==> src/design/nrs_pkg.sv <==
`timescale 1ns / 1ps
package nrs_pkg;
	localparam int SUM_BITS = 48;
	localparam int STATUS_BITS = 2;
	localparam int OUT_POS_BITS = 16;
	localparam logic OP_INSERT = 1'b0;
	localparam logic OP_SERVE = 1'b1;
	typedef enum logic [STATUS_BITS-1:0] {
		ST_INSERTED = 2'd0,
		ST_SERVED = 2'd1,
		ST_EMPTY = 2'd2,
		ST_FULL = 2'd3
	} status_t;
endpackage

==> src/design/nrs_queue.sv <==
`timescale 1ns / 1ps
module nrs_queue import nrs_pkg::*; #(
	parameter int WIDTH = 17
) (
	input  logic             clk,
	input  logic             arst_n,
	input  logic             push,
	input  logic [WIDTH-1:0] din,
	output logic             full,
	input  logic             pop,
	output logic [WIDTH-1:0] dout,
	output logic             empty
);
	logic [1:0][WIDTH-1:0] mem_q;
	logic [1:0] cnt_q;
	logic wr_ptr_q, rd_ptr_q;
	logic do_push, do_pop;

	assign full = cnt_q[1];
	assign empty = (cnt_q == 2'd0);
	assign do_push = push && !full;
	assign do_pop = pop && !empty;
	assign dout = mem_q[rd_ptr_q];

	always_ff @(posedge clk or negedge arst_n) begin
		if (!arst_n) begin
			cnt_q <= '0;
			wr_ptr_q <= 1'b0;
			rd_ptr_q <= 1'b0;
		end else begin
			if (do_push) wr_ptr_q <= ~wr_ptr_q;
			if (do_pop) rd_ptr_q <= ~rd_ptr_q;
			cnt_q <= cnt_q + {1'b0, do_push} - {1'b0, do_pop};
		end
	end

	always_ff @(posedge clk) begin
		if (do_push) mem_q[wr_ptr_q] <= din;
	end
endmodule

==> src/design/nrs_engine.sv <==
`timescale 1ns / 1ps
module nrs_engine import nrs_pkg::*; #(
	parameter int TABLE_ENTRIES = 64,
	parameter int POSITION_BITS = 16
) (
	input  logic                     clk,
	input  logic                     arst_n,
	input  logic                     cmd_valid,
	input  logic                     cmd_op,
	input  logic [POSITION_BITS-1:0] cmd_pos,
	output logic                     cmd_pop,
	output logic                     res_valid,
	input  logic                     res_pop,
	output status_t                  res_status,
	output logic [OUT_POS_BITS-1:0]  res_served,
	output logic [OUT_POS_BITS-1:0]  res_dist,
	output logic [SUM_BITS-1:0]      res_total
);
	localparam int IW = (TABLE_ENTRIES > 1) ? $clog2(TABLE_ENTRIES) : 1;
	localparam int CW = $clog2(TABLE_ENTRIES + 1);
	localparam logic [CW-1:0] LAST = CW'(TABLE_ENTRIES - 1);

	typedef enum logic [4:0] {
		S_IDLE  = 5'b00001,
		S_SCAN  = 5'b00010,
		S_PICK  = 5'b00100,
		S_MOVE  = 5'b01000,
		S_OUT   = 5'b10000
	} state_t;

	state_t state_q;
	logic [POSITION_BITS-1:0] mem [TABLE_ENTRIES];
	logic [TABLE_ENTRIES-1:0] valid_q;
	logic [POSITION_BITS-1:0] rd_q, head_q, up_q, lo_q, pick_q, dist_q;
	logic [CW-1:0] idx_q;
	logic [IW-1:0] rd_idx_q, up_idx_q, lo_idx_q, pick_idx_q;
	logic rd_vld_q, have_up_q, have_lo_q, up_q_dir, scan_done_q;
	logic [SUM_BITS-1:0] sum_q;
	logic [IW-1:0] free_idx;
	logic free_any;
	logic [POSITION_BITS-1:0] dup, dlo;
	logic pick_up;
	logic [SUM_BITS:0] sum_add;

	always_comb begin
		free_any = 1'b0;
		free_idx = '0;
		for (int i = TABLE_ENTRIES - 1; i >= 0; i--) begin
			if (!valid_q[i]) begin
				free_any = 1'b1;
				free_idx = IW'(i);
			end
		end
	end

	assign dup = up_q - head_q;
	assign dlo = head_q - lo_q;
	always_comb begin
		if (!have_lo_q) pick_up = 1'b1;
		else if (!have_up_q) pick_up = 1'b0;
		else if (dup < dlo) pick_up = 1'b1;
		else if (dlo < dup) pick_up = 1'b0;
		else pick_up = up_q_dir;
	end
	assign sum_add = {1'b0, sum_q} + (SUM_BITS + 1)'(dist_q);

	assign cmd_pop = (state_q == S_IDLE) && cmd_valid && !res_valid;

	always_ff @(posedge clk) begin
		if (cmd_pop && cmd_op == OP_INSERT && free_any) mem[free_idx] <= cmd_pos;
		rd_q <= mem[IW'(idx_q)];
	end

	always_ff @(posedge clk or negedge arst_n) begin
		if (!arst_n) begin
			state_q <= S_IDLE;
			valid_q <= '0;
			head_q <= '0;
			up_q_dir <= 1'b1;
			sum_q <= '0;
			res_valid <= 1'b0;
			res_status <= ST_INSERTED;
			res_served <= '0;
			res_dist <= '0;
			res_total <= '0;
			idx_q <= '0;
			rd_idx_q <= '0;
			rd_vld_q <= 1'b0;
			scan_done_q <= 1'b0;
			have_up_q <= 1'b0;
			have_lo_q <= 1'b0;
			up_q <= '0;
			lo_q <= '0;
			pick_q <= '0;
			dist_q <= '0;
			up_idx_q <= '0;
			lo_idx_q <= '0;
			pick_idx_q <= '0;
		end else begin
			if (res_valid && res_pop) res_valid <= 1'b0;
			unique case (state_q)
				S_IDLE: begin
					if (cmd_pop) begin
						res_served <= '0;
						res_dist <= '0;
						if (cmd_op == OP_INSERT) begin
							if (free_any) begin
								valid_q[free_idx] <= 1'b1;
								res_status <= ST_INSERTED;
							end else begin
								res_status <= ST_FULL;
							end
							res_total <= sum_q;
							res_valid <= 1'b1;
						end else begin
							state_q <= S_SCAN;
							idx_q <= '0;
							rd_idx_q <= '0;
							rd_vld_q <= 1'b0;
							scan_done_q <= 1'b0;
							have_up_q <= 1'b0;
							have_lo_q <= 1'b0;
						end
					end
				end
				S_SCAN: begin
					rd_vld_q <= !scan_done_q && valid_q[IW'(idx_q)];
					rd_idx_q <= IW'(idx_q);
					if (rd_vld_q) begin
						if (rd_q >= head_q) begin
							if (!have_up_q || rd_q < up_q) begin
								up_q <= rd_q;
								up_idx_q <= rd_idx_q;
								have_up_q <= 1'b1;
							end
						end else if (!have_lo_q || rd_q > lo_q) begin
							lo_q <= rd_q;
							lo_idx_q <= rd_idx_q;
							have_lo_q <= 1'b1;
						end
					end
					if (idx_q == LAST) scan_done_q <= 1'b1;
					else if (!scan_done_q) idx_q <= idx_q + CW'(1);
					if (scan_done_q && !rd_vld_q) state_q <= S_PICK;
				end
				S_PICK: begin
					if (!have_up_q && !have_lo_q) begin
						res_status <= ST_EMPTY;
						res_total <= sum_q;
						res_valid <= 1'b1;
						state_q <= S_IDLE;
					end else begin
						pick_q <= pick_up ? up_q : lo_q;
						pick_idx_q <= pick_up ? up_idx_q : lo_idx_q;
						dist_q <= pick_up ? dup : dlo;
						state_q <= S_MOVE;
					end
				end
				S_MOVE: begin
					valid_q[pick_idx_q] <= 1'b0;
					if (pick_q > head_q) up_q_dir <= 1'b1;
					else if (pick_q < head_q) up_q_dir <= 1'b0;
					head_q <= pick_q;
					sum_q <= sum_add[SUM_BITS] ? '1 : sum_add[SUM_BITS-1:0];
					state_q <= S_OUT;
				end
				S_OUT: begin
					res_status <= ST_SERVED;
					res_served <= OUT_POS_BITS'(pick_q);
					res_dist <= OUT_POS_BITS'(dist_q);
					res_total <= sum_q;
					res_valid <= 1'b1;
					state_q <= S_IDLE;
				end
				default: state_q <= S_IDLE;
			endcase
		end
	end
endmodule

==> src/design/nearest_request_scheduler.sv <==
`timescale 1ns / 1ps
// channel | direction | handshake         | fields
// input   | in        | push / full       | op, position
// result  | out       | pop / empty       | status, served_position, move_distance, total_distance
// insert: the command passes the input queue, and the result word is registered when the engine takes it
// serve: one table entry read per cycle, then the pick, move and output states
//   register the result word
// the back end holds one finished word and waits while it is not taken
// arst_n clears the table valid bits, head and total and sets the direction to up at once
module nearest_request_scheduler import nrs_pkg::*; #(
	parameter int TABLE_ENTRIES = 64,
	parameter int POSITION_BITS = 16
) (
	input  logic                     clk,
	input  logic                     arst_n,
	input  logic                     push,
	output logic                     full,
	input  logic                     op,
	input  logic [POSITION_BITS-1:0] position,
	output logic                     empty,
	input  logic                     pop,
	output logic [STATUS_BITS-1:0]   status,
	output logic [OUT_POS_BITS-1:0]  served_position,
	output logic [OUT_POS_BITS-1:0]  move_distance,
	output logic [SUM_BITS-1:0]      total_distance
);
	logic q_empty, q_pop, res_valid;
	logic [POSITION_BITS:0] q_dout;
	status_t res_status;

	nrs_queue #(.WIDTH(POSITION_BITS + 1)) u_queue (
		.clk(clk), .arst_n(arst_n), .push(push), .din({op, position}), .full(full),
		.pop(q_pop), .dout(q_dout), .empty(q_empty)
	);

	nrs_engine #(.TABLE_ENTRIES(TABLE_ENTRIES), .POSITION_BITS(POSITION_BITS)) u_engine (
		.clk(clk), .arst_n(arst_n), .cmd_valid(!q_empty),
		.cmd_op(q_dout[POSITION_BITS]), .cmd_pos(q_dout[POSITION_BITS-1:0]),
		.cmd_pop(q_pop), .res_valid(res_valid), .res_pop(pop),
		.res_status(res_status), .res_served(served_position),
		.res_dist(move_distance), .res_total(total_distance)
	);

	assign empty = !res_valid;
	assign status = res_status;
endmodule

==> config.mk <==
export PLATFORM = sky130hd
export DESIGN_NAME = nearest_request_scheduler
export DESIGN_NICKNAME = d
export VERILOG_FILES = /design/src/design/nrs_pkg.sv /design/src/design/nrs_queue.sv /design/src/design/nrs_engine.sv /design/src/design/nearest_request_scheduler.sv
export SDC_FILE = /design/constraint.sdc
export NUM_CORES = 2
export LEC_CHECK = 0
export ABC_AREA = 1
export BUFFER_PORTS_ARGS = -buffer_cell sky130_fd_sc_hd__buf_2
export CAP_MARGIN = 10
export CORE_MARGIN = 5
export CORE_UTILIZATION = 35
export DETAILED_ROUTE_END_ITERATION = 6
export PLACE_DENSITY_LB_ADDON = 0.05
export SKIP_CTS_REPAIR_TIMING = 1
export SYNTH_ARGS = -nofsm -noshare
export SYNTH_HDL_FRONTEND = slang
export SYNTH_SLANG_ARGS = --single-unit
export TNS_END_PERCENT = 50
==> constraint.sdc <==
create_clock -name clk -period 9 [get_ports clk]
set_input_delay 1.35 -clock clk [delete_from_list [all_inputs] [get_ports clk]]
set_output_delay 1.35 -clock clk [all_outputs]
set_load 0.01 [all_outputs]
==> metrics.yaml <==
status: "finished, final reports clean"
wire_per_inst_um: 25.9
p_clk_frac: 0.313
swShare: 0.369
p_leak_nw: 24.9
totalWireLength_mm: 198
tns_ps: 0
drt_pass1_iterations: 6
critPathArrivalTime_ps: 6530
syn_area_per_cell_sq_um: 11.3
finClkSkew_ps: 36.4
h-tree-depth: 4
nFillCells: 16400
syn_nets: 5431
critical_path_required_ps: 9410
dieArea_sq_um: 179000
finalSetupViolCount: 0
netlist_area_sq_um: 59700
synth_top_area_cell: "edfxtp_1"
muxShareOfSynthArea: 0
hold_viol: 0
drt_iter0_markers: 3789
peakVddDrop_mv: 0.306
crit_path_frequent_cell: "nand2_1"
cts_num_sinks: 1394
synth-xor-area-share: 0.00763
cp_slowest_cell: "nand2_4"
yosysSeqAreaShare: 0.672
synth_most_common_cell: "edfxtp_1"
max_freq_mhz: 164
p_comb_frac: 0.294
synth.distinct_cells: 56
drv_cap: 0
grt_pass1_wl_mm: 290
finalCritPeriodShare: 0.680
synthTopCellsByCount: "edfxtp_1 (1058), o21ai_0 (799), nor2_1 (690)"
die_w_um: 423
std_cell_rows: 151
ys_seq_elements: 1394
cp-start-kind: "register"
grt.overflow.total: 0
start_util: 0.352
synth_edf_count: 1058
core-area_sq_um: 169000
drive_above_1_share: 0.0900
hold_ws_ps: 477
cts_root_buf: "clkbuf_16"
portBuffers: 104
pre_cts_slack_ps: 2950
clock_latency_ps: 810
clk_pin_slew_worst_paths_ps: 60
synthAdderAreaFrac: 0.0279
grt_pass1_vias: 40500
ys_warn_count: 0
ant_nets: 0
syn_inst: 5279
dp_hpwl_mm: 122
final_max_slew_viol_count: 0
synth.area.top_cells: "edfxtp_1 (53%), dfrtp_1 (13%), o21ai_0 (6.7%)"
worstMarginPinSlew_ps: 1080
cts-buffers-inserted: 159
syn2layout_area_growth_pct: 13.7
rsz0062_at_grt: "false"
antenna_found_initial: 4
cp_max_fo: 33
cp_slowest_stage_delay_ps: 640
io_pins: 105
die_y_um: 423
synth-main-ff-cell: "edfxtp_1"
grtUsageTotal: 0.217
grt_max_degree: 166
seqPwrFrac: 0.393
fin_crit_ps: 6120
synth_top_family_by_area: "compound AO/OA/AOI/OAI gates"
gp_congestion: 0.842
holdCritPathClass: "reg2reg"
async_flop_share: 0.230
synth-compound-area-share: 0.137
maxSlewHeadroom: 0.277
yosys.area_share.simple: 0.113
routed-via-count: 41200
synth_top_area_frac: 0.533
power.switching_mw: 7.73
intPower_mw: 13.2
cts_tree: "done"
antenna_cells: 0
clk_path_buf_depth: 3
nets: 5467
p_per_area_nw_per_um2: 309
vias_per_cell: 5.37
fin_ws_ps: 2880
drc: 0
endpoint_kind: "register"
criticalPathCategory: "reg2reg"
==> critical path, delay by kind of cell, from the launching register on <==
family / cells / cell delay, ps
buffers and inverters: 1 / 630
DFF: 1 / 420
and+or+nand+nor: 64 / 4650
==> power groups by stage <==
stage	clock network [mW]	registers (mW)	logic, mW
after detailed placement	0	8.37	6.25
final	6.55	8.23	6.16
after global placement	0	8.37	6.27
after CTS	6.73	8.24	6.26
after global routing	7.00	8.27	6.81
after floorplan	0	8.22	3.61
==> logic make-up (layout without fill, tap and decap cells) <==
group                    after synthesis  in the layout
flip-flops                          1394           1394
AND/OR/NAND/NOR                     1623           1623
AO/OA/AOI/OAI                       1420           1420
buffers and inverters                659            825
adder cells (fa/ha/maj)              131            131
XOR/XNOR                              52             52
==> flip-flops by register name, summed over array words and instances, names as in the netlist, 2 cells and up <==
name	cells
u_engine.up_idx_q	6
u_engine.pick_idx_q	6
u_engine.lo_idx_q	6
u_engine.lo_q	16
u_engine.valid_q	64
u_engine.res_status	2
u_engine.state_q	5
u_engine.res_served	16
u_queue.cnt_q	2
u_engine.mem	1024
u_queue.mem_q	34
u_engine.res_dist	16
u_engine.head_q	16
u_engine.dist_q	16
u_engine.up_q	16
u_engine.rd_q	16
u_engine.res_total	48
u_engine.rd_idx_q	6
u_engine.pick_q	16
u_engine.idx_q	7
u_engine.sum_q	48
==> cell type report <==
cell class | instances | area, sq um | share of cell area
Multi-Input combinational cell | 3226 | 17200 | 0.254
Inverter | 354 | 1350 | 0.0198
Sequential cell | 1394 | 40100 | 0.591
Timing Repair Buffer | 180 | 1190 | 0.0175
Tap cell | 2218 | 2780 | 0.0409
Clock inverter | 80 | 827 | 0.0122
Clock buffer | 211 | 4380 | 0.0646
==> per-layer routing <==
metal	track usage	routed length (um)	vias up
li1	-	-	19100
met1	0.315	93500	20700
met2	0.341	89700	1041
met3	0.0333	9770	243
met4	0.0588	5140	0
met5	0	0	-
==> final timing paths <==
path,start,end,slack (ps),cells past startpoint
max in group asynchronous,arst_n,u_engine.idx_q[2],7080,2
min in group asynchronous,arst_n,u_engine.sum_q[35],550,1
max reg2reg,u_engine.valid_q[62],u_engine.mem[22][6],2880,65
min,u_engine.res_total[27],u_engine.res_total[27],480,2
min reg2reg,u_engine.res_total[27],u_engine.res_total[27],480,2
max,u_engine.valid_q[62],u_engine.mem[22][6],2880,65
==> stage by stage <==
step | util | instances | power [mW] | instance area [sq um]
floorplan | - | 5279 | 11.8 | 59700
global placement | 0.370 | 7372 | 14.6 | 62600
detailed placement | 0.370 | 7372 | 14.6 | 62600
CTS | 0.400 | 7663 | 21.2 | 67800
global route | 0.400 | 7663 | 22.1 | 67800
finish | 0.400 | 7663 | 20.9 | 67800
==> placed cells by master (no fill, tap or decap), drive strengths merged, types with 47 or more instances in the layout <==
| cell type | Yosys | routed |
|---|---|---|
| ha | 128 | 128 |
| nor2 | 690 | 690 |
| nand4 | 100 | 100 |
| a21oi | 151 | 151 |
| buf | 24 | 180 |
| clkbuf | 281 | 211 |
| edfxtp | 1058 | 1058 |
| inv | 349 | 352 |
| o22ai | 173 | 173 |
| nand2 | 603 | 603 |
| o21bai | 47 | 47 |
| clkinv | 5 | 67 |
| o21ai | 801 | 801 |
| o221ai | 105 | 105 |
| nand3 | 164 | 164 |
| dfrtp | 318 | 318 |
| o211ai | 51 | 51 |
Note: power is estimated with default switching activity, not from simulation.
